<file path="config.mk">
export PLATFORM = sky130hd
export DESIGN_NAME = mbg_rem
export DESIGN_NICKNAME = d
export VERILOG_FILES = /design/src/rtl/mbg_rem.sv
export SDC_FILE = /design/constraint.sdc
export NUM_CORES = 1
export LEC_CHECK = 0
export ABC_AREA = 0
export BUFFER_PORTS_ARGS = -buffer_cell sky130_fd_sc_hd__buf_2
export CAP_MARGIN = 10
export CORE_MARGIN = 4
export CORE_UTILIZATION = 50
export CTS_CLUSTER_SIZE = 28
export DETAILED_ROUTE_END_ITERATION = 12
export PLACE_DENSITY = 0.75
export SYNTH_ARGS = -nofsm -noshare
export SYNTH_HDL_FRONTEND = slang
export SYNTH_SLANG_ARGS = --single-unit
export TNS_END_PERCENT = 100
</file>
<file path="constraint.sdc">
create_clock -name clk_i -period 2.08 [get_ports clk_i]
set_clock_uncertainty 0.2 [all_clocks]
set_input_delay 0.104 -clock clk_i [delete_from_list [all_inputs] [get_ports clk_i]]
set_output_delay 0.104 -clock clk_i [all_outputs]
set_load 0.02 [all_outputs]
</file>
<file path="src/rtl/mbg_rem.sv">
// ----------------------------------------------------------------------------
// Iterative remainder unit
// Restoring division, one dividend bit per cycle; only the remainder is kept.
// ----------------------------------------------------------------------------
module mbg_rem #(
  parameter int unsigned N_W = 12,
  parameter int unsigned D_W = 7
) (
  input  logic           clk_i,
  input  logic           rst_ni,
  input  logic           start_i,
  input  logic [N_W-1:0] dividend_i,
  input  logic [D_W-1:0] divisor_i,
  output logic           done_o,
  output logic [D_W-1:0] rem_o
);

  localparam int unsigned CNT_W = $clog2(N_W + 1);

  logic             busy_q, busy_d;
  logic             done_q, done_d;
  logic [CNT_W-1:0] cnt_q, cnt_d;
  logic [N_W-1:0]   dvd_q, dvd_d;
  logic [D_W-1:0]   div_q, div_d;
  logic [D_W-1:0]   rem_q, rem_d;
  logic [D_W:0]     trial;
  logic [D_W:0]     nxt;

  always_comb begin
    trial  = {rem_q, dvd_q[N_W-1]};
    nxt    = (trial >= {1'b0, div_q}) ? trial - {1'b0, div_q} : trial;
    busy_d = busy_q;
    done_d = 1'b0;
    cnt_d  = cnt_q;
    dvd_d  = dvd_q;
    div_d  = div_q;
    rem_d  = rem_q;
    if (start_i) begin
      busy_d = 1'b1;
      cnt_d  = CNT_W'(N_W);
      dvd_d  = dividend_i;
      div_d  = divisor_i;
      rem_d  = '0;
    end else if (busy_q) begin
      rem_d = nxt[D_W-1:0];
      dvd_d = dvd_q << 1;
      cnt_d = cnt_q - CNT_W'(1);
      if (cnt_q == CNT_W'(1)) begin
        busy_d = 1'b0;
        done_d = 1'b1;
      end
    end
  end

  always_ff @(posedge clk_i or negedge rst_ni) begin
    if (!rst_ni) begin
      busy_q <= 1'b0;
      done_q <= 1'b0;
      cnt_q  <= '0;
    end else begin
      busy_q <= busy_d;
      done_q <= done_d;
      cnt_q  <= cnt_d;
    end
  end

  always_ff @(posedge clk_i) begin
    dvd_q <= dvd_d;
    div_q <= div_d;
    rem_q <= rem_d;
  end

  assign done_o = done_q;
  assign rem_o  = rem_q;

endmodule

</file>
==> flow_metrics.tcl, run 1 <==
set metrics [dict create \
    hp-class "primary input to register" \
    maxCapViolCount 0 \
    holdPathStages 3 \
    cts_tree "built" \
    synth.area.top_cells "edfxtp_1 (33%), dfrtp_1 (8.6%), dfxtp_1 (8.0%)" \
    cts_root_buf "clkbuf_4" \
    seq_area_sq_um 861 \
    final-hold-violation-count 0 \
    yosysWarnings 0 \
    dp_hpwl_um 2480 \
    power.density_nw_per_um2 906 \
    dr.pass1.iters 4 \
    die_h_um 67.2 \
    clkLatencyLatePin_ns 0.34 \
    coreArea_sq_um 3360 \
    route.vias.total 1361 \
    first_iter_violations 75 \
    period_minus_slack_ns 2.02 \
    syn_avg_cell_area_sq_um 11.5 \
    io_pins 30 \
    cts_htree_levels 2 \
    antenna_found_initial 0 \
    wl_per_cell_um 14.1 \
    gp_congestion 0.851 \
    synth_seq_area_share_pct 49.2 \
    drive_gt1_share_pct 33.0 \
    synth_edf_count 19 \
    syn-num-nets 184 \
    tightest_slew_ns 0.498 \
    cts.reportedPaths.clkPinSlew_ns 0.10 \
    ys_dominant_reg_cell "edfxtp_1" \
    layout_commonest_cell "buf_2" \
    ys_ff_latch 32 \
    cts_buffer_depth 2 \
    ant_nets 0 \
    leakage_uw 0.00103 \
    die_width_um 67.2 \
    synth_area_sq_um 1750 \
    fin_util_pct 67.7 \
    grt_pass1_wl_um 5990 \
    crit_arrival_ns 2.05 \
    routed_via_density 5.28 \
    routed_wl_um 3650 \
    syn2layout_area_growth_pct 30.2 \
    holdCritStartpoint "start_i" \
    fmax_mhz 495 \
    dieArea_sq_um 4510 \
    path_class "register to register" \
    worst_hold_path.endpoint "cnt_q[3]" \
    layout_common_cells "buf_2 (29), dlygate4sd3_1 (21), edfxtp_1 (19), mux2_2 (12), inv_1 (11)" \
    ys_async_sr_fraction_pct 18.8 \
    grt_max_degree 17 \
    finalSetupViolations 0 \
    multi_input_area_sq_um 820 \
    nets 243 \
    grt_pass1_vias 1328 \
    synth_cells 152 \
    drc 0 \
    status "finished, final reports clean" \
    port_buffers 29 \
    fin_total_pwr_uw 2060 \
    rr_worst_depth 8 \
    yosysTopAreaCell "edfxtp_1" \
    gr-total-overflow 0 \
    grt_usage_pct 18.4 \
    relSlewSlack_pct 66.8 \
    period_share_pct 97.1 \
    cp-start-kind "register" \
    nFillCells 264 \
    crit_required_ns 2.11 \
    worstReg2RegStart "dvd_q[11]" \
    antenna_cells 0 \
    drv_slew 0 \
    critPathMaxFanout 6 \
    rows 21 \
    cts_sinks 32 \
    r2r-end "rem_o[1]" \
    ff2ff_setup_slack_ns 0.06 \
    start_util_pct 52.0 \
    ir_drop_mv 0.605 \
    endpoint_kind "register" \
    synth.distinct_cells 46 \
    cts_buffers 5 \
    synth_top_area_share_pct 32.6 \
]
## cells in the mapped netlist, types with 2 or more instances
cell,number
a211oi_1,3
a21o_1,2
a31oi_1,4
and3_1,10
buf_6,3
dfrtp_1,6
dfxtp_1,7
edfxtp_1,19
ha_1,9
inv_1,12
mux2_2,12
nand2_1,9
nand3_1,5
nor2_1,9
nor2b_1,2
nor4_1,2
o21ai_0,3
o21ai_1,2
o31ai_1,2
xnor2_1,5
## power breakdown
group	leakage [uW]	internal [uW]	switching, uW
clock	0.0000422	252	213
combinational	0.000665	378	392
sequential	0.000322	760	69.4
## timing repair
item	4_1_cts	5_1_grt
pin swaps	0	4
buffers inserted	0	2
hold buffers	21	0
resized for setup	1	5
endpoints found under the setup margin	7	7
endpoints found under the hold margin	25	0
## final cells by class
class	count	area share (%)
Clock inverter	2	1.54
Sequential cell	32	37.8
Timing Repair Buffer	58	18.2
Inverter	13	2.14
Tap cell	46	2.53
Multi-Input combinational cell	101	36.0
Clock buffer	6	1.81
## metrics by stage
step	cells	setup WS [ns]	hold slack, ns	TNS, ns	cell area [sq um]
final	258	0.0607	0.103	0	2280
after global routing	258	-0.0184	0.144	-0.0541	2280
after CTS	256	0.0106	0.0996	0	2250
after detailed placement	227	-0.0417	-0.267	-0.0566	1950
after global placement	227	0.0420	-0.273	0	1950
after floorplan	152	0.0799	-0.392	0	1750
## worst max-delay path: stages, from the launching register on
cell and delay, ns:
edfxtp_1 0.36, inv_1 0.06, ha_2 0.19, inv_2 0.06, fa_2 0.23, nand3_4 0.09, a31o_4 0.28, and2_4 0.17
o311a_1 0.28
## sequential cells by signal (all words and copies together) (netlist names)
name	cells
div_q	7
done_o	1
busy_q	1
rem_o	7
cnt_q	4
dvd_q	12
## routing by layer
metal | vias to the layer above | global-route usage, % | share of wire [%]
met4 | 0 | 9.11 | 1.4
li1 | 681 | - | -
met5 | - | 0 | 0
met3 | 6 | 3.99 | 5.2
met2 | 35 | 31.3 | 51
met1 | 639 | 21.9 | 42
## logic make-up after synthesis
logic type,Yosys count,share of synthesized area [%]
flip-flops,32,49.2
AND/OR/NAND/NOR,46,14.2
adder cells (fa/ha/maj),10,7.58
multiplexers,12,7.72
XOR/XNOR,5,2.50
buffers and inverters,19,5.50
AO/OA/AOI/OAI,28,13.3
## how the worst max path moves through the flow
stage / start / endpoint / slack, ns / depth (start not counted)
4_1_cts: dvd_q[11] / rem_o[2] / 0.01 / 9
6_report: dvd_q[11] / rem_o[1] / 0.06 / 8
5_1_grt: dvd_q[11] / rem_o[2] / -0.02 / 9
3_3_place_gp: dvd_q[11] / rem_o[2] / 0.04 / 9
2_1_floorplan: rem_o[4] / rem_o[2] / 0.08 / 5
3_5_place_dp: dvd_q[11] / rem_o[2] / -0.04 / 9
Note: power is estimated with default switching activity, not from simulation.
==> inputs of run 2 (changes only) <==
Settings changed: BUFFER_PORTS_ARGS -buffer_cell sky130_fd_sc_hd__buf_2 to not set, CORE_MARGIN 4 to not set, CORE_UTILIZATION 50 to 55, DONT_BUFFER_PORTS set to 1, PLACE_DENSITY 0.75 to 0.73.
==> run 2 against run 1 <==
Non-clock buffer count shrank 3. First-iteration DRC count down 8.0%. Die area shrank 24%. Design area is 5.2% higher. Highest routed layer unchanged.
==> flow_metrics.tcl, run 2 (synthesized netlist as in run 1, its figures left out) <==
set metrics [dict create \
    multi_input_area_sq_um 845 \
    fmax_mhz 488 \
    layout_commonest_cell "dlygate4sd3_1" \
    path_class "register to register" \
    rows 20 \
    ant_nets 0 \
    tns_ns 0 \
    start_util_pct 57.8 \
    rr_worst_depth 8 \
    gr-total-overflow 0 \
    cts_root_buf "clkbuf_4" \
    antenna_found_initial 0 \
    route.vias.total 1422 \
    finalSetupViolations 0 \
    grt_pass1_vias 1491 \
    drc 0 \
    grt_usage_pct 28.8 \
    drv_slew 0 \
    antenna_cells 0 \
    cts_tree "built" \
    clkLatencyLatePin_ns 0.35 \
    coreArea_sq_um 3030 \
    fin_ws_ns 0.0300 \
    worst_hold_path.endpoint "cnt_q[0]" \
    relSlewSlack_pct 66.0 \
    power.density_nw_per_um2 920 \
    dr.pass1.iters 4 \
    worstReg2RegStart "dvd_q[11]" \
    port_buffers 0 \
    wl_per_cell_um 17.2 \
    rsz0062_at_grt "yes" \
    cp-start-kind "register" \
    status "finished, final reports clean" \
    dieArea_sq_um 3410 \
    cts_buffer_depth 2 \
    tightest_slew_ns 0.509 \
    regMostFlops "dvd_q" \
    routed_wl_um 4350 \
    first_iter_violations 69 \
    cts_buffers 5 \
    period_minus_slack_ns 2.05 \
    post-place-ws_ns -0.0598 \
    leakage_uw 0.00103 \
    grt_pass1_wl_um 7010 \
    ir_drop_mv 0.659 \
    r2r-end "rem_o[0]" \
    seq_area_sq_um 861 \
    dp_hpwl_um 2450 \
    crit_arrival_ns 2.12 \
    hp-class "primary input to register" \
    ff2ff_setup_slack_ns 0.03 \
    maxCapViolCount 0 \
    drive_gt1_share_pct 25.4 \
    period_share_pct 98.6 \
    routed_via_density 5.62 \
    critPathMaxFanout 6 \
    fin_util_pct 79.1 \
    final-hold-violation-count 0 \
    crit_required_ns 2.15 \
    holdPathStages 2 \
    die_width_um 58.4 \
    grt_max_degree 18 \
    gp_congestion 0.779 \
    nFillCells 179 \
    nets 240 \
    largest_register_ffs 12 \
    cts_sinks 32 \
    holdCritStartpoint "start_i" \
    cts_htree_levels 2 \
    die_h_um 58.4 \
    io_pins 30 \
    layout_common_cells "dlygate4sd3_1 (39), edfxtp_1 (19), buf_4 (16), mux2_2 (12), inv_1 (11)" \
    endpoint_kind "register" \
    syn2layout_area_growth_pct 36.9 \
    cts.reportedPaths.clkPinSlew_ns 0.11 \
]
==> run 2: cell count changes in the layout (fill, tap and decap cells not counted), sizes merged <==
cell         delta
buf            -21
dlygate4sd3    +18
==> run 2: how the worst max path moves through the flow <==
stage | from | endpoint | slack [ns] | depth (start not counted)
floorplan | rem_o[4] | rem_o[2] | 0.08 | 5
global placement | dvd_q[11] | rem_o[0] | 0.06 | 8
detailed placement | dvd_q[11] | rem_o[0] | -0.06 | 8
CTS | dvd_q[11] | rem_o[1] | 0.009 | 8
global route | dvd_q[11] | rem_o[0] | -0.05 | 8
finish | dvd_q[11] | rem_o[0] | 0.03 | 8
==> run 2: what timing repair did <==
action	4_1_cts	5_1_grt
hold endpoints to repair	43	0
pin swaps	0	5
endpoints found under the setup margin	7	7
setup buffers	0	3
gates resized for setup	1	9
hold buffers	39	0
==> run 2: power by group <==
group          internal (uW)  switching, uW  leakage [uW]
logic                    446            460      0.000664
registers                760           62.4      0.000322
clock network            252            226     0.0000422
total                   1460            748       0.00103
==> run 2: critical path, stage by stage, from the launching register on <==
cell	delay, ns
edfxtp_1	0.42
inv_1	0.09
ha_2	0.19
inv_2	0.04
fa_2	0.38
nand3_4	0.09
a31o_4	0.20
nand3_2	0.08
a311oi_2	0.28
==> run 2: layer usage <==
layer	share of wire, %	GRT usage [%]	up-vias
met2	51	50.2	63
li1	-	-	679
met1	39	33.2	667
met5	0	0	-
met4	2.8	10.2	0
met3	7.0	9.45	13
==> run 2: area by class of cell <==
class | instances | area share [%]
clock inverter | 2 | 1.46
sequential | 32 | 35.9
tap | 44 | 2.30
timing repair buffer | 55 | 21.3
clock buffer | 6 | 1.72
inverter | 13 | 2.04
multi-input combinational | 101 | 35.2
==> run 2: through the flow <==
stage          cell area [sq um]  hold slack, ns  cells  total power (uW)
3_3_place_gp                1860          -0.391    203              1520
6_report                    2400           0.171    253              2210
2_1_floorplan               1750          -0.392    152              1360
3_5_place_dp                1860          -0.391    203              1560
4_1_cts                     2330           0.156    250              2100
5_1_grt                     2400           0.165    253              2310
==> inputs of run 3 (changes only) <==
Settings changed: PLACE_DENSITY 0.73 to 0.7, RECOVER_POWER set to 100.
Clock period 2.08 ns to 2.38 ns, I/O delays scaled along.
==> run 3 against run 2 <==
Clock-buffer cell count rose by 2. Sequential power fell by 10%. Utilization fell by 12 points. First-iteration DRC count fell by 32%. Flip-flop and latch count did not move. Clock power fell by 34%. Register-to-register slack improved by 0.19 ns. Power fell by 27%. Fmax fell by 5.2%. Setup slack improved by 0.19 ns. Combinational power fell by 37%. Global-route usage fell by 5.9 points.
==> flow_metrics.tcl, run 3 (synthesized netlist as in run 1, its figures left out) <==
set metrics [dict create \
    finalSetupViolations 0 \
    timing.critical_path.buf_inv 2 \
    die_h_um 58.4 \
    max_stage_delay_ns 0.39 \
    crit_arrival_ns 2.20 \
    met3_usage_pct 6.59 \
    die_width_um 58.4 \
    cts_tree "built" \
    power.density_nw_per_um2 793 \
    cts_buffers 5 \
    regMostFlops "dvd_q" \
    cts.reportedPaths.clkPinSlew_ns 0.09 \
    grt.busiest_layer "met2" \
    period_share_pct 90.8 \
    gr-total-overflow 0 \
    grt_pass1_vias 1299 \
    cp-start-kind "register" \
    relSlewSlack_pct 19.2 \
    layout_common_cells "dlygate4sd3_1 (21), edfxtp_1 (19), inv_1 (12), mux2_2 (12), and3_1 (10)" \
    fmax_mhz 463 \
    grt_use_met1_pct 26.1 \
    layout_commonest_cell "dlygate4sd3_1" \
    cts_buffer_depth 2 \
    grt_usage_pct 22.9 \
    cpMaxStageDelayCell "edfxtp_1" \
    hp-class "primary input to register" \
    rr_worst_depth 8 \
    route.vias.total 1266 \
    grt_max_degree 25 \
    path_class "register to register" \
    ir_drop_mv 0.445 \
    syn2layout_area_growth_pct 16.7 \
    final-hold-violation-count 0 \
    tightest_slew_ns 1.21 \
    endpoint_kind "register" \
    drc 0 \
    period_minus_slack_ns 2.16 \
    clkLatencyLatePin_ns 0.33 \
    antenna_cells 0 \
    worstReg2RegStart "dvd_q[11]" \
    drive_gt1_share_pct 14.9 \
    critPathMaxFanout 10 \
    path_cells "inv_1 -> ha_1 -> inv_1 -> fa_1 -> nand3_1 -> a31o_2 -> nand3_1 -> a311oi_2" \
    holdCritStartpoint "divisor_i[5]" \
    routed_via_density 5.63 \
    nets 212 \
    r2r-end "rem_o[0]" \
    cts_sinks 32 \
    placed_area_sq_um 1800 \
    dp_hpwl_um 2240 \
    cts_root_buf "clkbuf_4" \
    ant_nets 0 \
    dr.pass1.iters 4 \
    wl_per_cell_um 15.1 \
    final_area_sq_um 2040 \
    drv_slew 0 \
    cts_htree_levels 2 \
    worst_hold_path.endpoint "div_q[5]" \
    tns_ns 0 \
    status "finished, final reports clean" \
    leakage_uw 0.000862 \
    gp_congestion 0.787 \
    dieArea_sq_um 3410 \
    crit_required_ns 2.42 \
    holdPathStages 1 \
    grt_pass1_wl_um 5620 \
    largest_register_ffs 12 \
    start_util_pct 57.8 \
    use_met2_pct 37.9 \
    first_iter_violations 47 \
    ff2ff_setup_slack_ns 0.22 \
    antenna_found_initial 0 \
    coreArea_sq_um 3030 \
    rows 20 \
    critPathTopFamily "adder cells" \
    io_pins 30 \
    routed_wl_um 3400 \
    maxCapViolCount 0 \
    rsz0062_at_grt "no" \
    port_buffers 0 \
]
-- run 3: cell count changes in the layout (fill, tap and decap cells not counted), sizes merged --
cell / before / now
buf: 16 / 0
bufinv: 1 / 0
clkbuf: 6 / 14
clkinv: 1 / 0
dlygate4sd3: 39 / 21
-- run 3: cell type report --
cell class,count,area (sq um)
Fill cell,240,986
Sequential cell,32,861
Multi-Input combinational cell,101,786
Timing Repair Buffer,27,233
Clock buffer,8,58.8
Tap cell,44,55.1
Inverter,13,48.8
-- run 3: metrics by stage --
stage | utilization, % | worst slack [ns] | instances | hold slack, ns | power, uW
floorplan | - | 0.380 | 152 | -0.377 | 1190
global placement | 59.3 | 0.204 | 195 | -0.376 | 1280
detailed placement | 59.3 | 0.142 | 195 | -0.376 | 1300
CTS | 68.5 | 0.0384 | 225 | 0.205 | 1650
global route | 67.4 | 0.0581 | 225 | 0.203 | 1720
finish | 67.4 | 0.218 | 225 | 0.225 | 1620
-- run 3: worst register-to-register path: cells and delay by family (launching register included) --
kind / cells / cell delay [ns]
buffers and inverters: 2 / 0.12
AOI/OAI and AO/OA: 2 / 0.55
and+or+nand+nor: 2 / 0.26
DFF: 1 / 0.39
adders and majority gates: 2 / 0.55
-- run 3: timing repair --
| action | in CTS | in global routing |
|---|---|---|
| buffers inserted | 0 | 0 |
| setup endpoints to repair | 0 | 16 |
| hold endpoints to repair | 43 | 0 |
| resized for setup | 0 | 2 |
| hold buffers | 22 | 0 |
-- run 3: power breakdown --
part	leakage (uW)	switching (uW)	internal (uW)
Sequential	0.000322	72.0	664
Clock	0.0000326	171	146
Combinational	0.000507	301	266
-- run 3: worst max path at each step --
stage	startpoint	to	cells past startpoint
6_report	dvd_q[11]	rem_o[0]	8
5_1_grt	dvd_q[11]	rem_o[0]	8
4_1_cts	start_i	dvd_q[1]	3
3_5_place_dp	dvd_q[11]	rem_o[0]	8
3_3_place_gp	dvd_q[11]	rem_o[0]	8
2_1_floorplan	rem_o[4]	rem_o[2]	5
-- run 3: routing by layer --
layer	up-vias	wire, um
li1	614	-
met1	600	1440
met2	45	1700
met3	7	187
met4	0	66
met5	-	0
